**src/hdl/pgm_pkg.sv**
```systemverilog
// ----------------------------------------------------------------------------
// pgm_pkg: shared types and constants for the P5 header parser
// Parse phases, verdict codes and the byte values the parser looks for.
// ----------------------------------------------------------------------------
`default_nettype none

package pgm_pkg;

  typedef enum logic [2:0] {
    PH_MAGIC_P,
    PH_MAGIC_5,
    PH_SKIP,
    PH_COMMENT,
    PH_DIGITS,
    PH_PIXELS
  } phase_t;

  typedef logic [2:0] err_t;

  localparam err_t ERR_NONE      = 3'd0;
  localparam err_t ERR_MAGIC     = 3'd1;
  localparam err_t ERR_NUMBER    = 3'd2;
  localparam err_t ERR_DIMS      = 3'd3;
  localparam err_t ERR_SEPARATOR = 3'd4;
  localparam err_t ERR_TRUNCATED = 3'd5;

  localparam logic [7:0] CHAR_P     = 8'h50;
  localparam logic [7:0] CHAR_5     = 8'h35;
  localparam logic [7:0] CHAR_HASH  = 8'h23;
  localparam logic [7:0] CHAR_LF    = 8'h0a;
  localparam logic [7:0] CHAR_SPACE = 8'h20;
  localparam logic [7:0] CHAR_TAB   = 8'h09;
  localparam logic [7:0] CHAR_CR    = 8'h0d;
  localparam logic [7:0] CHAR_ZERO  = 8'h30;
  localparam logic [7:0] CHAR_NINE  = 8'h39;

  localparam logic [23:0] NUM_LIMIT     = 24'hffffff;
  localparam logic [23:0] DIM_LIMIT     = 24'h00ffff;
  localparam logic [23:0] MAXVAL_NEEDED = 24'd255;
  localparam int          MIN_FILE_BYTES = 8;

endpackage

`default_nettype wire

```
**src/hdl/pgm_p5_header_parser_top.sv**
```systemverilog
// ----------------------------------------------------------------------------
// pgm_p5_header_parser_top: binary grayscale image header checker
// Parses the P5 magic, width, height and maxval of a byte stream, counts the
// pixel bytes and gives one verdict on the final byte of each file.
// ----------------------------------------------------------------------------
//
//  Channel   Handshake                    Payload
//  -------   --------------------------   ---------------------------------
//  byte      byte_valid / byte_stall      data_byte, last_byte
//  verdict   verdict_valid / verdict_stall header_ok, error_code,
//                                          image_width, image_height,
//                                          pixel_offset
//
// One byte is taken per cycle while byte_stall is low; the parse state advances
// at the byte transfer and a verdict appears in the output register on the cycle
// after the last byte. The width*height product is registered from the parsed
// dimensions, so the pixel-count check costs no multiplier on the byte path.
// Reset (rst, synchronous) starts the parser at the magic and empties the
// verdict register. Ordinary bytes keep flowing while a verdict waits; only a
// last byte is held back while an untaken verdict sits in the output.
// ----------------------------------------------------------------------------
`default_nettype none

module pgm_p5_header_parser_top
  import pgm_pkg::*;
#(
  parameter int COUNT_BITS = 32
) (
  input  wire logic        clk,
  input  wire logic        rst,
  input  wire logic        byte_valid,
  output logic             byte_stall,
  input  wire logic [7:0]  data_byte,
  input  wire logic        last_byte,
  output logic             verdict_valid,
  input  wire logic        verdict_stall,
  output logic             header_ok,
  output logic [2:0]       error_code,
  output logic [15:0]      image_width,
  output logic [15:0]      image_height,
  output logic [31:0]      pixel_offset
);

  localparam int DIFF_W = (COUNT_BITS > 32) ? COUNT_BITS : 32;

  // parse state
  phase_t                  phase, phase_next;
  logic [1:0]              number_index, number_index_next;
  logic [23:0]             digit_acc, digit_acc_next;
  logic [15:0]             width_value, width_value_next;
  logic [15:0]             height_value, height_value_next;
  logic                    dims_bad, dims_bad_next;
  logic [COUNT_BITS-1:0]   byte_counter, byte_counter_next;
  logic [COUNT_BITS-1:0]   pixel_counter, pixel_counter_next;
  err_t                    first_error, error_next;
  err_t                    verdict_code;
  logic [31:0]             dims_product;

  // byte classification
  logic                    is_ws, is_digit;
  logic [27:0]             acc_sum;
  logic                    do_skip;
  logic                    byte_accept;
  logic [DIFF_W-1:0]       offset_wide;

  assign byte_accept = byte_valid && !byte_stall;
  // hold a last byte only while the verdict register is occupied and blocked
  assign byte_stall  = verdict_valid && verdict_stall && last_byte;

  assign is_ws    = (data_byte == CHAR_SPACE) ||
                    ((data_byte >= CHAR_TAB) && (data_byte <= CHAR_CR));
  assign is_digit = (data_byte >= CHAR_ZERO) && (data_byte <= CHAR_NINE);
  // acc*10 + digit
  assign acc_sum  = {1'b0, digit_acc, 3'b000} + {3'b000, digit_acc, 1'b0} +
                    {24'd0, data_byte[3:0]};

  // -- per-byte step, then the end-of-file verdict on the stepped state ----
  always_comb begin
    phase_next         = phase;
    number_index_next  = number_index;
    digit_acc_next     = digit_acc;
    width_value_next   = width_value;
    height_value_next  = height_value;
    dims_bad_next      = dims_bad;
    pixel_counter_next = pixel_counter;
    error_next         = first_error;
    do_skip            = 1'b0;
    verdict_code       = ERR_NONE;

    // saturate the file length
    if (~&byte_counter) begin
      byte_counter_next = byte_counter + {{(COUNT_BITS-1){1'b0}}, 1'b1};
    end else begin
      byte_counter_next = byte_counter;
    end

    if (first_error == ERR_NONE) begin
      case (phase)
        PH_MAGIC_P: begin
          if (data_byte == CHAR_P) phase_next = PH_MAGIC_5;
          else                     error_next = ERR_MAGIC;
        end
        PH_MAGIC_5: begin
          if (data_byte == CHAR_5) phase_next = PH_SKIP;
          else                     error_next = ERR_MAGIC;
        end
        PH_SKIP: begin
          do_skip = 1'b1;
        end
        PH_COMMENT: begin
          if (data_byte == CHAR_LF) phase_next = PH_SKIP;
        end
        PH_DIGITS: begin
          if (is_digit) begin
            digit_acc_next = acc_sum[23:0];
            if (acc_sum > {4'd0, NUM_LIMIT}) error_next = ERR_NUMBER;
          end else if (number_index != 2'd2) begin
            // close width or height, then treat this byte as a separator
            if ((digit_acc == 24'd0) || (digit_acc > DIM_LIMIT)) dims_bad_next = 1'b1;
            if (number_index == 2'd0) width_value_next  = digit_acc[15:0];
            else                      height_value_next = digit_acc[15:0];
            number_index_next = number_index + 2'd1;
            digit_acc_next    = 24'd0;
            phase_next        = PH_SKIP;
            do_skip           = 1'b1;
          end else begin
            // close maxval: dims and maxval first, then the one separator
            digit_acc_next = 24'd0;
            if (dims_bad || (digit_acc != MAXVAL_NEEDED)) error_next = ERR_DIMS;
            else if (is_ws)                                phase_next = PH_PIXELS;
            else                                           error_next = ERR_SEPARATOR;
          end
        end
        PH_PIXELS: begin
          if (~&pixel_counter) begin
            pixel_counter_next = pixel_counter + {{(COUNT_BITS-1){1'b0}}, 1'b1};
          end
        end
        default: begin
          error_next = ERR_MAGIC;
        end
      endcase

      if (do_skip && !is_ws) begin
        if (data_byte == CHAR_HASH) begin
          phase_next = PH_COMMENT;
        end else if (is_digit) begin
          digit_acc_next = {20'd0, data_byte[3:0]};
          phase_next     = PH_DIGITS;
        end else begin
          error_next = ERR_NUMBER;
        end
      end
    end

    // verdict as seen after this byte
    verdict_code = error_next;
    if (error_next == ERR_NONE) begin
      case (phase_next)
        PH_MAGIC_P, PH_MAGIC_5: verdict_code = ERR_MAGIC;
        PH_SKIP, PH_COMMENT:    verdict_code = ERR_NUMBER;
        PH_DIGITS: begin
          if (number_index_next != 2'd2)                           verdict_code = ERR_NUMBER;
          else if (dims_bad_next || (digit_acc_next != MAXVAL_NEEDED)) verdict_code = ERR_DIMS;
          else                                                     verdict_code = ERR_SEPARATOR;
        end
        PH_PIXELS: begin
          if (DIFF_W'(dims_product) > DIFF_W'(pixel_counter_next)) verdict_code = ERR_TRUNCATED;
        end
        default: verdict_code = ERR_MAGIC;
      endcase
    end
    if (byte_counter_next < COUNT_BITS'(MIN_FILE_BYTES)) verdict_code = ERR_MAGIC;
  end

  // byte_counter never trails pixel_counter, so the difference is the header length
  assign offset_wide = DIFF_W'(byte_counter_next) - DIFF_W'(pixel_counter_next);

  // -- parse state registers --------------------------------------------------
  always_ff @(posedge clk) begin
    if (rst || (byte_accept && last_byte)) begin
      // drop all state: the next byte starts a new file
      phase         <= PH_MAGIC_P;
      number_index  <= 2'd0;
      digit_acc     <= 24'd0;
      width_value   <= 16'd0;
      height_value  <= 16'd0;
      dims_bad      <= 1'b0;
      byte_counter  <= '0;
      pixel_counter <= '0;
      first_error   <= ERR_NONE;
    end else if (byte_accept) begin
      phase         <= phase_next;
      number_index  <= number_index_next;
      digit_acc     <= digit_acc_next;
      width_value   <= width_value_next;
      height_value  <= height_value_next;
      dims_bad      <= dims_bad_next;
      byte_counter  <= byte_counter_next;
      pixel_counter <= pixel_counter_next;
      first_error   <= error_next;
    end
  end

  // dimensions settle at least two bytes before any pixel-count check
  always_ff @(posedge clk) begin
    dims_product <= {16'd0, width_value} * {16'd0, height_value};
  end

  // -- verdict register -------------------------------------------------------
  always_ff @(posedge clk) begin
    if (rst) begin
      verdict_valid <= 1'b0;
    end else if (byte_accept && last_byte) begin
      verdict_valid <= 1'b1;
    end else if (!verdict_stall) begin
      verdict_valid <= 1'b0;
    end
  end

  always_ff @(posedge clk) begin
    if (byte_accept && last_byte) begin
      error_code <= verdict_code;
      header_ok  <= (verdict_code == ERR_NONE);
      if (verdict_code == ERR_NONE) begin
        image_width  <= width_value_next;
        image_height <= height_value_next;
        pixel_offset <= offset_wide[31:0];
      end else begin
        image_width  <= 16'd0;
        image_height <= 16'd0;
        pixel_offset <= 32'd0;
      end
    end
  end

  // -- assertions -------------------------------------------------------------
  a_ok_matches_code: assert property (@(posedge clk) disable iff (rst)
    verdict_valid |-> (header_ok == (error_code == ERR_NONE)))
    else $error("header_ok disagrees with error_code");

  a_fail_zeroes: assert property (@(posedge clk) disable iff (rst)
    (verdict_valid && !header_ok) |->
      (image_width == 16'd0 && image_height == 16'd0 && pixel_offset == 32'd0))
    else $error("failed verdict carries non-zero payload");

  a_code_range: assert property (@(posedge clk) disable iff (rst)
    verdict_valid |-> (error_code <= ERR_TRUNCATED))
    else $error("error_code out of range");

  a_restart_after_last: assert property (@(posedge clk) disable iff (rst)
    (byte_accept && last_byte) |=>
      (phase == PH_MAGIC_P && byte_counter == '0 && first_error == ERR_NONE))
    else $error("parser not restarted after last byte");

  a_index_bound: assert property (@(posedge clk) disable iff (rst)
    number_index != 2'd3)
    else $error("number_index overran maxval");

  a_pixels_after_header: assert property (@(posedge clk) disable iff (rst)
    (pixel_counter != '0) |-> (phase == PH_PIXELS))
    else $error("pixel bytes counted outside pixel phase");

endmodule

`default_nettype wire
```
**config.mk**
```make
export PLATFORM = sky130hd
export DESIGN_NAME = pgm_p5_header_parser_top
export DESIGN_NICKNAME = d
export VERILOG_FILES = /design/src/hdl/pgm_pkg.sv /design/src/hdl/pgm_p5_header_parser_top.sv
export SDC_FILE = /design/constraint.sdc
export NUM_CORES = 1
export LEC_CHECK = 0
export ABC_CLOCK_PERIOD_IN_PS = 9100
export BUFFER_PORTS_ARGS = -buffer_cell sky130_fd_sc_hd__buf_2
export CAP_MARGIN = 20
export CORE_MARGIN = 3
export CORE_UTILIZATION = 65
export CTS_CLUSTER_DIAMETER = 200
export DETAILED_ROUTE_END_ITERATION = 8
export HOLD_SLACK_MARGIN = 0.02
export PLACE_DENSITY = 0.87
export SYNTH_ARGS = -nofsm -noshare
export SYNTH_HDL_FRONTEND = slang
export SYNTH_SLANG_ARGS = --single-unit
```
**constraint.sdc**
```tcl
create_clock -name clk -period 9.1 [get_ports clk]
set_input_delay 2.275 -clock clk [delete_from_list [all_inputs] [get_ports clk]]
set_output_delay 2.275 -clock clk [all_outputs]
set_load 0.1 [all_outputs]
```
# == After elaboration in Yosys (flattened, before gate mapping) ==
# Cells that the tools add are included.
# W data, S select, Z words.
# totals
input_bits,13
output_inout_bits,70
register_bits,230
elab_cells,139
# classes
n_mul,1
add_sub_neg,6
n_eq_ne,19
n_mux,65
n_lt_le_gt_ge,8
reduce_logical,24
# ops
operator,n
$mux W16,10
$mux W24,6
$mux W32,4
$mux W3,27
$add A32 B1 Y32 const B,2
$reduce_and A32 Y1,2
$ne A24 B8 Y1 const B,2
$gt A32 B32 Y1,1
$lt A32 B4 Y1 const B,1
$mul A16 B16 Y32,1
$sub A32 B32 Y32,1
$add A27 B25 Y28,1
$add A28 B4 Y28,1
$gt A28 B24 Y1 const B,1
$eq A8 B6 Y1 const B,3
$gt A24 B16 Y1 const B,1
$logic_not A24 Y1,1
$pmux W3 S4,2
$eq A3 B2 Y1 const B,4
$eq A3 B3 Y1 const B,4
$logic_not A3 Y1,4
$mux W1,10
$pmux W3 S3,1
$eq A8 B4 Y1 const B,1
17 further kinds,32

# == Logic depth before layout (Yosys ltp) ==
# logic_depth
depth_word,18
ltp_mapped,26
depth_no_buf,25

# == Worst setup path before layout ==
# Ideal clock, no wire load.
# synth_path
path_kind,register to register
from,register height_value[6]
to,register dims_product[30]
t_required_ps,8973
t_arrival_ps,6711
stages_incl_launch_ff,27
setup_slack_ps,2263
path_buffers,2
setup_time_ps,127
synth_period_minus_slack_ps,6837
path_cell_list,dfxtp_1 clkbuf_1 clkbuf_1 nand2_1 fa_1 inv_1 fa_1 inv_1 fa_1 inv_1 fa_1 inv_1 fa_1 inv_1 fa_1 ha_1 or2_2 o2111a_1 a32oi_1 o21a_1 a21oi_1 a41o_1 o41ai_1 o21bai_1 a21oi_1 o21ai_0 xor2_1
# synth_via
elab_chain_len,1
# synth_rtl
element,line_no,text
"start, declared",pgm_p5_header_parser_top.sv:51,"logic [15:0] height_value, height_value_next;"
"start signal, assigned",pgm_p5_header_parser_top.sv:197,height_value <= height_value_next;
$mul A16 B16 Y32,pgm_p5_header_parser_top.sv:207,"dims_product <= {16'd0, width_value} * {16'd0, height_value};"
"end signal, assigned",pgm_p5_header_parser_top.sv:207,
"end, declared",pgm_p5_header_parser_top.sv:57,logic [31:0] dims_product;
# No other way between the ends.
# A chain may end at the register's enable or synchronous reset.

# == Worst setup path after layout ==
# layout_path
from,register width_value[5]
to,register dims_product[30]
# layout_via
elab_chain_len,1
# layout_rtl
element,line_no,text
"start, declared",pgm_p5_header_parser_top.sv:50,"logic [15:0] width_value, width_value_next;"
"start signal, assigned",pgm_p5_header_parser_top.sv:196,width_value <= width_value_next;
$mul A16 B16 Y32,pgm_p5_header_parser_top.sv:207,
# No other way between the ends.

==> summary.md <==
| Metric | Value |
|---|---|
| Iteration-0 DRC Markers | `2051` |
| Setup TNS Final | `0 ns` |
| Hold_ws | `between 0.4 and 0.5 ns` |
| Remaining Overflow, GRT | `0` |
| Clock sink count | `230` |
| Clock buffer depth | `3` |
| Initial Utilization | `66.3%` |
| DR pass1 iterations | `6` |
| Synthesis Warnings | `0` |
| Antenna violations before repair | `0` |
| Synth top area cells | `fa_1 17%, dfxtp_1 14%, ha_1 12%` |
| Final critical-path share of the clock period | `83.6%` |
| CTS tree | `yes` |
| Cts bufs inserted | `26` |
| Outcome | `completed` |
| Synthesized netlist cell count | `about 2700` |
| PD cells | `about 96 nW/µm²` |
| Core area | `~35000 µm²` |
| Top cell by count, worst path | `fa_1` |
| Placer Congestion | `approximately 0.96` |
| Min Tclk post-route | `7.60 ns` |
| Worst VDD drop | `approximately 160 µV` |
| CP max stage cell | `dfxtp_1` |
| CP Class | `flip-flop to flip-flop` |
| Post-Syn Area | `between 20000 and 25000 µm²` |
| Top post-synthesis cells by count | `371 x nand2_1, 249 x inv_1, 220 x nor2_1` |
| Max_cap viols | `0` |
| Clock Skew | `about 0.040 ns` |
| PnR worst setup slack | `around 1.5 ns` |
| PortBufs | `between 80 and 90` |
| Min-delay worst type | `flip-flop to flip-flop` |
| Final wirelength | `62.9 mm` |
| Worst Tran Pin Value | `between 1 and 1.5 ns` |
| Dominant cell type by area after synthesis | `fa_1` |
| Count leader, synth | `nand2_1` |
| Syn avg cell area | `8.56 µm²` |
| Most common flop cell mapped by yosys | `dfxtp_1` |
| Synthesized net count | `about 3100` |
| Post-route ant nets | `0` |
| Diodes inserted | `0` |
| Setup Viol. Count Final | `0` |
| Worst setup SP type | `flip-flop` |
| Critical Path RT | `9.55 ns` |
| Via count | `around 20000` |
| Vias in the first global route | `approximately 20000` |
| Netlist cell types | `between 90 and 100` |
| Post-route DRC | `0` |
| Crit path cell chain | `nand2_1 -> fa_1 -> inv_1 -> fa_1 -> inv_1 -> fa_1 -> fa_1 -> inv_1 -> fa_1 -> fa_1 -> ha_1 -> a21o_1 -> a211o_1 -> a32oi_1 -> o21a_1 -> a21oi_1 -> a41o_1 -> o41ai_1 -> o21bai_1 -> a21oi_1 -> o21ai_0 -> xor2_1` |
| EDFF count, synth | `just under 70` |
| Std-Cell Rows | `slightly below 70` |
| Slew Viols, Final | `0` |
| Post-DP HPWL | `approximately 47 mm` |
| H-tree depth | `1` |
| # Post-CTS Setup Buffers | `0` |
| Post-synth ARST share | `0%` |
| Slowest stage delay, CP | `roughly 0.90 ns` |
| Worst-path clk slew | `0.06 ns` |
| CP delay by family, top | `adder cells` |
| Max Freq | `approximately 130 MHz` |
| Filler cell count in the final layout | `2586` |
| P_leak | `10.9 nW` |
| Area Growth Syn to Fin | `6.12%` |
| Crit path buf inv count | `3` |
| Worst Path Max Fanout | `18` |
| Final nets | `between 3000 and 4000` |
| Largest net degree at the start of global routing | `a little over 80` |
| Average wire per standard cell | `19.9 µm` |
| Final Hold Fails | `0` |
| CTS Root Cell | `clkbuf_16` |
| Die width | `~190 µm` |
| Synth top area share | `17.1%` |
| Skew-Pair Late Insertion Delay | `between 0.5 and 0.6 ns` |
| First-pass GRT wire length | `a little over 100 mm` |
| Worst Setup End Kind | `flip-flop` |
| Post-Place Setup Slack | `roughly 1.4 ns` |
| Via density | `between 6 and 7` |
| Die Y | `194 µm` |
| Sequential-to-total area share from yosys stat | `between 20% and 30%` |
| Post-cts resize count | `0` |
| Share of cells above drive strength 1 | `under 10%` |
| Tot GR Track Use | `between 30% and 40%` |
| FF+latch count, synth | `230` |
| I/O Pins | `83` |
| CP arrival | `between 8 and 9 ns` |
| Post-CTS Hold Fix Bufs | `0` |
| Slew HR | `28.2%` |
| Die area | `between 30000 and 40000 µm²` |
| RSZ-0062 raised after global routing | `false` |
==> worst min-delay path, cell delays in order, from the launching register on <==
cell,delay [ns]
dfxtp_1,0.32
nand2_1,0.07
a21oi_1,0.06
==> logic make-up (layout without fill, tap and decap cells) <==
logic type | Yosys count | count (layout) | share of synthesized area [%]
xor gates and xnor gates | 170 | 170 | 6.47
adders and majority gates | 416 | 416 | 29.1
DFF | 230 | 230 | 23.0
AOI/OAI and AO/OA | 453 | 453 | 12.8
and+or+nand+nor | 1004 | 1004 | 21.1
muxes | 23 | 23 | 1.00
buffers and inverters | 390 | 401 | 6.65
==> metrics by stage <==
step | utilization [%] | cell area, µm² | power (mW) | std cells
2_1_floorplan | - | 23000 | 1.26 | 2686
3_3_place_gp | 67.9 | 23600 | 1.30 | 3104
3_5_place_dp | 67.9 | 23600 | 1.31 | 3104
4_1_cts | 70.3 | 24400 | 2.35 | 3152
5_1_grt | 70.3 | 24400 | 2.40 | 3152
6_report | 70.3 | 24400 | 2.34 | 3152
==> cells in the final DEF (no fill, tap or decap), types with 20 or more instances in the layout <==
master	count
a211oi_1	20
a21o_1	34
a21oi_1	153
a31oi_1	20
and2_1	117
and3_1	22
buf_2	82
buf_4	21
clkbuf_16	27
dfxtp_1	162
edfxtp_1	68
fa_1	197
ha_1	219
inv_1	249
mux2i_1	23
nand2_1	371
nand3_1	56
nand4_1	26
nor2_1	219
nor3_1	46
nor4_1	20
o21ai_0	83
or3_1	28
xnor2_1	101
xor2_1	69
==> area by class of cell <==
type	count	area, µm²	area share (%)
tap	455	569	2.33
clock buffer	32	724	2.97
multi-input combinational	2066	16200	66.4
clock inverter	16	129	0.528
inverter	250	938	3.84
sequential	230	5290	21.7
timing repair buffer	103	568	2.33
==> report_power, final <==
part           internal (mW)  switching [mW]  leakage [nW]  total, mW
Clock                  0.597           0.453         0.413       1.05
Combinational         0.0504           0.164          8.48      0.215
Sequential              1.07         0.00909          1.96       1.07
Total                   1.71           0.626          10.9       2.34
==> state kept, by name (all words and copies together), names as in the netlist, 2 cells and up <==
| signal | flops |
|---|---|
| dims_product | 32 |
| byte_counter | 32 |
| image_height | 16 |
| error_code | 3 |
| pixel_offset | 32 |
| number_index | 2 |
| image_width | 16 |
| width_value | 16 |
| phase | 3 |
| first_error | 3 |
| height_value | 16 |
| pixel_counter | 32 |
| digit_acc | 24 |
==> final timing paths <==
check	from	end	slack (ns)	cells past startpoint
max reg2reg	width_value[5]	dims_product[30]	1.50	22
min	number_index[1]	number_index[1]	0.50	2
max	width_value[5]	dims_product[30]	1.50	22
min reg2reg	number_index[1]	number_index[1]	0.50	2
==> routing by layer <==
layer	vias up	global-route usage [%]	part of all wire [%]
met1	9418	42.5	39
met4	0	14.3	5.1
met5	-	0	0
met3	207	5.56	8.9
met2	1025	55.3	47
li1	9029	-	-
Note: power is estimated with default switching activity, not from simulation.
